`config.mk`:
```
export PLATFORM = sky130hd
export DESIGN_NAME = mdst_div
export DESIGN_NICKNAME = d
export VERILOG_FILES = /design/src/hw/rtl/mdst_pkg.sv /design/src/hw/rtl/mdst_div.sv
export SDC_FILE = /design/constraint.sdc
export NUM_CORES = 1
export LEC_CHECK = 0
export BUFFER_PORTS_ARGS = -buffer_cell sky130_fd_sc_hd__buf_2
export CORE_MARGIN = 4
export CORE_UTILIZATION = 45
export CTS_BUF_LIST = sky130_fd_sc_hd__clkbuf_4
export DETAILED_ROUTE_END_ITERATION = 7
export PLACE_DENSITY = 0.77
export SYNTH_ARGS = -nofsm -noshare
export SYNTH_HDL_FRONTEND = slang
export SYNTH_SLANG_ARGS = --single-unit
```
`constraint.sdc`:
```
create_clock -name clk_i -period 1.6 [get_ports clk_i]
set_input_delay 0.16 -clock clk_i [delete_from_list [all_inputs] [get_ports clk_i]]
set_output_delay 0.16 -clock clk_i [all_outputs]
set_load 0.02 [all_outputs]
```
`src/hw/rtl/mdst_pkg.sv`:
```
// Shared types, sizes and codes of the multiway digital search tree.
package mdst_pkg;

  // Pool and link sizes.
  localparam int unsigned NODE_COUNT = 1024;
  localparam int unsigned NODE_W     = $clog2(NODE_COUNT);
  localparam int unsigned MAX_FANOUT = 16;
  localparam int unsigned SLOT_W     = $clog2(MAX_FANOUT);
  localparam int unsigned LINK_W     = NODE_W + 1;
  localparam int unsigned LADDR_W    = NODE_W + SLOT_W;
  localparam int unsigned KEY_W      = 16;
  localparam int unsigned FAN_W      = 5;
  localparam int unsigned REM_W      = 4;
  localparam int unsigned CNT_W      = NODE_W + 1;

  localparam logic [NODE_W-1:0] NODE_LAST = NODE_W'(NODE_COUNT - 1);
  localparam logic [SLOT_W-1:0] SLOT_LAST = SLOT_W'(MAX_FANOUT - 1);

  // Configuration register indexes.
  localparam logic CFG_ROOT_FANOUT  = 1'b0;
  localparam logic CFG_CHILD_FANOUT = 1'b1;

  typedef enum logic [1:0] {
    OP_INSERT = 2'd0,
    OP_LOOKUP = 2'd1,
    OP_DELETE = 2'd2,
    OP_SPARE  = 2'd3
  } op_e;

  typedef enum logic [2:0] {
    ST_INSERTED = 3'd0,
    ST_PRESENT  = 3'd1,
    ST_FOUND    = 3'd2,
    ST_ABSENT   = 3'd3,
    ST_DELETED  = 3'd4,
    ST_FULL     = 3'd5
  } status_e;

  typedef enum logic [4:0] {
    S_INIT, S_IDLE, S_KRD, S_KCHK, S_DIV, S_LRD, S_LCHK, S_POP, S_ACLR,
    S_ALINK, S_SRD, S_SCHK, S_FIN, S_LKWR, S_RKV, S_RCLR, S_OUT
  } state_e;

  // Clamp a fanout register into the legal range.
  function automatic logic [FAN_W-1:0] clamp_fanout(input logic [FAN_W-1:0] f);
    logic [FAN_W-1:0] r;
    if (f < FAN_W'(2)) begin
      r = FAN_W'(2);
    end else if (f > FAN_W'(MAX_FANOUT)) begin
      r = FAN_W'(MAX_FANOUT);
    end else begin
      r = f;
    end
    return r;
  endfunction

endpackage

```
`src/hw/rtl/mdst_div.sv`:
```
// Restoring divider of a key remainder by a small fanout, one bit per cycle.
module mdst_div (
  input  logic                         clk_i,
  input  logic                         rst_ni,
  input  logic                         start_i,
  input  logic [mdst_pkg::KEY_W-1:0]   dividend_i,
  input  logic [mdst_pkg::FAN_W-1:0]   divisor_i,
  output logic                         done_o,
  output logic [mdst_pkg::KEY_W-1:0]   quot_o,
  output logic [mdst_pkg::REM_W-1:0]   rem_o
);

  localparam int unsigned STEP_W = $clog2(mdst_pkg::KEY_W);

  logic                        busy_q, busy_d;
  logic                        done_q, done_d;
  logic [STEP_W-1:0]           cnt_q, cnt_d;
  logic [mdst_pkg::KEY_W-1:0]  quo_q, quo_d;
  logic [mdst_pkg::REM_W-1:0]  rem_q, rem_d;
  logic [mdst_pkg::FAN_W-1:0]  dvs_q, dvs_d;
  logic [mdst_pkg::FAN_W-1:0]  trial;
  logic                        fits;

  // One restoring step: bring down the next dividend bit and try the divisor.
  always_comb begin
    trial  = {rem_q, quo_q[mdst_pkg::KEY_W-1]};
    fits   = (trial >= dvs_q);
    busy_d = busy_q;
    done_d = 1'b0;
    cnt_d  = cnt_q;
    quo_d  = quo_q;
    rem_d  = rem_q;
    dvs_d  = dvs_q;
    if (start_i) begin
      busy_d = 1'b1;
      cnt_d  = '0;
      quo_d  = dividend_i;
      rem_d  = '0;
      dvs_d  = divisor_i;
    end else if (busy_q) begin
      quo_d = {quo_q[mdst_pkg::KEY_W-2:0], fits};
      rem_d = fits ? mdst_pkg::REM_W'(trial - dvs_q) : mdst_pkg::REM_W'(trial);
      cnt_d = cnt_q + STEP_W'(1);
      if (cnt_q == STEP_W'(mdst_pkg::KEY_W - 1)) begin
        busy_d = 1'b0;
        done_d = 1'b1;
      end
    end
  end

  always_ff @(posedge clk_i or negedge rst_ni) begin
    if (!rst_ni) begin
      busy_q <= 1'b0;
      done_q <= 1'b0;
      cnt_q  <= '0;
    end else begin
      busy_q <= busy_d;
      done_q <= done_d;
      cnt_q  <= cnt_d;
    end
  end

  always_ff @(posedge clk_i) begin
    quo_q <= quo_d;
    rem_q <= rem_d;
    dvs_q <= dvs_d;
  end

  assign done_o = done_q;
  assign quot_o = quo_q;
  assign rem_o  = rem_q;

endmodule

```
## Word-level counts from Yosys, hierarchy flattened

Cells that the tools add are included.

- Logic and storage cells: 22
- Bits in registers: 31

- $add $sub $neg: 2
- Order comparisons: 1
- Reductions and logical operators: 1
- Multiplexer cells: 11
- Equality and inequality tests: 1

Operator list:

| operator | number |
|---|---|
| 16-bit two-way mux | 2 |
| 4-bit two-way mux | 3 |
| 1-bit two-way mux | 6 |
| 5-bit greater-or-equal comparator | 1 |
| 4-bit by 1-bit adder with 4-bit output (second input constant) | 1 |
| 4-bit equality test (second input constant) | 1 |
| 4-bit subtractor | 1 |
| 2-bit nonzero test | 1 |

## Longest topological paths before layout

- Depth in word-level cells: 4
- Gate-level depth with buffers: 7

## Least setup slack after synthesis

OpenSTA, ideal clock, no wires.

- Kind: register to register
- Start: register quo_q (netlist bit quot_o[15])
- End: register rem_q (netlist bit rem_o[0])
- Data arrival time: 1827 ps
- Slack: -307 ps
- Stages on the path, launching flop included: 8
- Data required time: 1521 ps
- Path buffers: 0
- Clock period less this slack: 1907 ps
- Cells stage by stage: edfxtp_1 -> inv_1 -> ha_1 -> nor2b_4 -> o21a_2 -> o21ai_4 -> mux2_4 -> a211oi_2

- Cells in the longest elaborated chain, start to end: 2
- Elaborated cells between the ends (all ways): 3

RTL lines:

| element | RTL line | text |
|---|---|---|
| start: declaration | mdst_div.sv:18 | `logic [mdst_pkg::KEY_W-1:0] quo_q, quo_d;` |
| start signal: assignment | mdst_div.sv:64 | `quo_q <= quo_d;` |
| 4-bit subtractor or 5-bit greater-or-equal comparator (tied branches) | mdst_div.sv:42, mdst_div.sv:27 |  |
| 4-bit two-way mux (*) | mdst_div.sv:42 | `rem_d = fits ? mdst_pkg::REM_W'(trial - dvs_q) : mdst_pkg::REM_W'(trial);` |
| end signal: assignment | mdst_div.sv:65 | `rem_q <= rem_d;` |
| end: declaration | mdst_div.sv:19 | `logic [mdst_pkg::REM_W-1:0] rem_q, rem_d;` |

Mark *: on every way between the ends. The rest lies on a longest branch, timed or not.
A chain may end at the register's enable or synchronous reset.

## Final worst setup path

- Start: register dvs_q[0] in the netlist's numbering
- End: register rem_q (netlist bit rem_o[0])

- Cells in the longest elaborated chain, start to end: 2
- Elaborated cells between the ends (all ways): 3

RTL lines:

| element | RTL line | text |
|---|---|---|
| start: declaration | mdst_div.sv:20 | `logic [mdst_pkg::FAN_W-1:0] dvs_q, dvs_d;` |
| start signal: assignment | mdst_div.sv:66 | `dvs_q <= dvs_d;` |
| 4-bit subtractor or 5-bit greater-or-equal comparator (tied branches) | mdst_div.sv:42, mdst_div.sv:27 |  |
| 4-bit two-way mux (*) | mdst_div.sv:42 |  |

Marks and branches as above.

==> metrics.md <==
| Metric | Value |
|---|---|
| Power Dens Cells | `1080 nW/µm²` |
| Synth Area in Compound Gates | `5.42%` |
| Worst-Margin Slew | `0.387 ns` |
| Data arrival time of the critical path | `2.04 ns` |
| Startpoint types | `flip-flop` |
| Worst EP required | `1.85 ns` |
| DR DRC count | `0` |
| Nature of the critical path endpoint | `flip-flop` |
| Failing checks | `setup timing` |
| Leading area contributor after synthesis | `edfxtp_1` |
| Num rows | `20` |
| Hpwl dp | `2100 µm` |
| Synth top area cells | `edfxtp_1, mux2_2, dfrtp_1` |
| Vias/cell | `4.67` |
| Top-area cell type share of the netlist area | `43.3%` |
| Fill count | `227` |
| DIE WIDTH | `64.9 µm` |
| Area Growth Syn to Fin | `34.6%` |
| Post-Place Cell Area | `1810 µm²` |
| Synth Area in Simple Gates | `7.65%` |
| Async SR Flop Fraction | `19.4%` |
| XOR/XNOR Fraction of Synth Area | `3.01%` |
| LEAKAGE | `0.876 nW` |
| Mux contribution to synthesized area | `15.5%` |
| Vias | `980` |
| DRT Wirelength | `2820 µm` |
| TritonCTS clock tree | `yes` |
| Clock transition at the registers of the reported paths | `0.10 ns` |
| Initial antenna violation count | `0` |
| Final Setup Violations | `5` |
| Critical path origin | `dvs_q[0]` |
| Post-synth top cells | `edfxtp_1, mux2_2, nor2_1` |
| Core area | `3080 µm²` |
| P_int | `0.00149 W` |
| CTS root buf | `clkbuf_4` |
| Max-slew violation count | `0` |
| CP Class | `flip-flop to flip-flop` |
| Fmax | `0.560 GHz` |
| Fin crit share | `112%` |
| Top-count cell post-synth | `edfxtp_1` |
| Sw Share | `30.0%` |
| Clock latency on the worst-skew pair | `0.33 ns` |
| PortBufs | `44` |
| Clock buffer count from CTS | `5` |
| Final core utilization | `63.6%` |
| FF+latch count, synth | `31` |
| Non-filler cells, final | `210` |
| Die H | `64.9 µm` |
| Adder-cell share of the synthesized area | `6.53%` |
| Synth Flop Type | `edfxtp_1` |
| Syn Std Cell Area | `1460 µm²` |
| First-pass GRT wire length | `4600 µm` |
| Number of flops mapped to enable cells by yosys | `21` |
| Syn nets | `133` |
| Reg power frac | `48.0%` |
| Sequential fraction of the synthesis area | `59.2%` |
| Endpoints failing hold | `0` |
| Slew Limit Headroom | `74.2%` |
| Syn Inst Count | `102` |
| H-tree lvl count | `2` |
| P_sw | `0.000638 W` |
| DIE AREA | `4210 µm²` |
| Largest family of logic cells by synthesized area | `multiplexers` |
| Worst vdd ir | `0.000556 V` |
| WHS | `0.0173 ns` |
| Ports | `45` |
| Gr ovfl total | `0` |
| Min-Delay Startpoint | `divisor_i[0]` |
| Initial core utilization | `47.3%` |
| PnR worst setup slack | `-0.184 ns` |
| Mean Syn Cell Area | `14.3 µm²` |
| Clock share of power | `22.0%` |
| Layout Nets | `196` |
| Worst Skew | `0.00463 ns` |
| Worst reg2reg startpoint | `dvs_q[0]` |
| Overall Global Routing Usage | `14.7%` |
| Clock buffer depth | `2` |
| Iteration count of the initial detailed-routing pass | `4` |
| Clock sink total | `31` |
| Final Wtd Congestion | `0.737` |
| Outcome | `complete, but fails checks` |
| MaxCap Viol Count | `0` |
| Vias in the first global route | `1029` |
| Synth warn | `0` |
| Synth cell types | `32` |
| Hold crit path type | `input port to flip-flop` |
| Comb power frac | `30.0%` |
| Iter 0 DRT Violations | `35` |
| Antenna cells | `0` |
| Placed insts | `196` |
| Design area | `1960 µm²` |
| R2R depth | `6` |
| Largest net degree at the start of global routing | `17` |
| ANT nets after route | `0` |
| Crit-path max FO | `6` |
| Ratio of cells with drive above 1 in the final layout | `56.6%` |
| Worst Hold Depth | `1` |
| Avg WL per Cell | `13.4 µm` |
| RSZ-0062 raised after global routing | `true` |
| Period minus WS final | `1.78 ns` |
==> power by group through the flow <==
stage,clock [W],sequential (W),combinational [W]
6_report,0.000467,0.00102,0.000637
5_1_grt,0.000523,0.00103,0.000691
4_1_cts,0.000484,0.00102,0.000621
3_5_place_dp,0,0.00103,0.000595
3_3_place_gp,0,0.00103,0.000575
2_1_floorplan,0,0.00112,0.000283
==> cell families after synthesis <==
logic type	Yosys count
multiplexers	20
XOR/XNOR	5
adder cells (fa/ha/maj)	7
flip-flops	31
buffers and inverters	10
AO/OA/AOI/OAI	9
AND/OR/NAND/NOR	20
==> cell type report <==
cell class / instances / area [µm²] / share of cell area, %
Clock buffer: 7 / 52.6 / 2.68
Clock inverter: 1 / 5.00 / 0.256
Inverter: 6 / 22.5 / 1.15
Multi-Input combinational cell: 61 / 596 / 30.4
Sequential cell: 31 / 862 / 44.0
Tap cell: 44 / 55.1 / 2.81
Timing Repair Buffer: 60 / 365 / 18.7
==> flip-flops by register name (all words and copies together) (netlist names) <==
register / cells
quot_o: 16
dvs_q: 5
cnt_q: 4
rem_o: 4
busy_q: 1
done_o: 1
==> path summary, 6_finish.rpt <==
check / slack, ns / end
hold / removal: 0.02 / dvs_q[0]
setup reg to reg: -0.18 / rem_o[0]
max in group asynchronous: 1.30 / cnt_q[0]
hold reg to reg: 0.52 / rem_o[2]
setup / recovery: -0.18 / rem_o[0]
min in group asynchronous: 0.16 / done_o
==> critical path: stages, from the launching register on <==
cell and delay (ns):
edfxtp_1 0.42, ha_4 0.30, nor2b_4 0.03, o21a_2 0.22, o21ai_4 0.23, mux2_4 0.33
a211oi_2 0.18
==> metrics by stage <==
step	setup slack, ns	power, W	setup TNS [ns]
after global routing	-0.250	0.00225	-1.05
final	-0.184	0.00212	-0.631
after global placement	-0.0712	0.00160	-0.166
after CTS	-0.151	0.00212	-0.400
after detailed placement	-0.126	0.00163	-0.359
after floorplan	-0.175	0.00141	-0.390
==> routing by layer <==
layer  vias up  track usage, %  part of all wire (%)
met4         0            10.0                   3.7
met3         9            3.99                   4.0
met5         -               0                     0
met1       458            16.8                    42
li1        492               -                     -
met2        21            23.9                    50
==> cell usage in the layout (no fill, tap or decap), types with 2 or more instances in the layout <==
| master | count |
|---|---|
| a21oi_2 | 2 |
| inv_2 | 3 |
| edfxtp_1 | 21 |
| ha_4 | 3 |
| a211oi_1 | 2 |
| nor3b_1 | 2 |
| mux2i_1 | 3 |
| mux2_2 | 16 |
| clkbuf_4 | 7 |
| dfxtp_1 | 3 |
| nor2_1 | 7 |
| nand2_1 | 4 |
| xor2_1 | 3 |
| buf_2 | 44 |
| dlygate4sd3_1 | 5 |
| inv_1 | 3 |
| xnor2_1 | 2 |
| dfrtp_1 | 6 |
| buf_4 | 10 |
| ha_1 | 3 |
==> timing repair <==
item                                    CTS  global route
resized for setup                         2             3
hold buffers                              5             0
endpoints found under the setup margin    5             5
setup buffers                             0             1
pin swaps                                 3             4
endpoints found under the hold margin    10             0
Power figures use the tool's default switching activity.
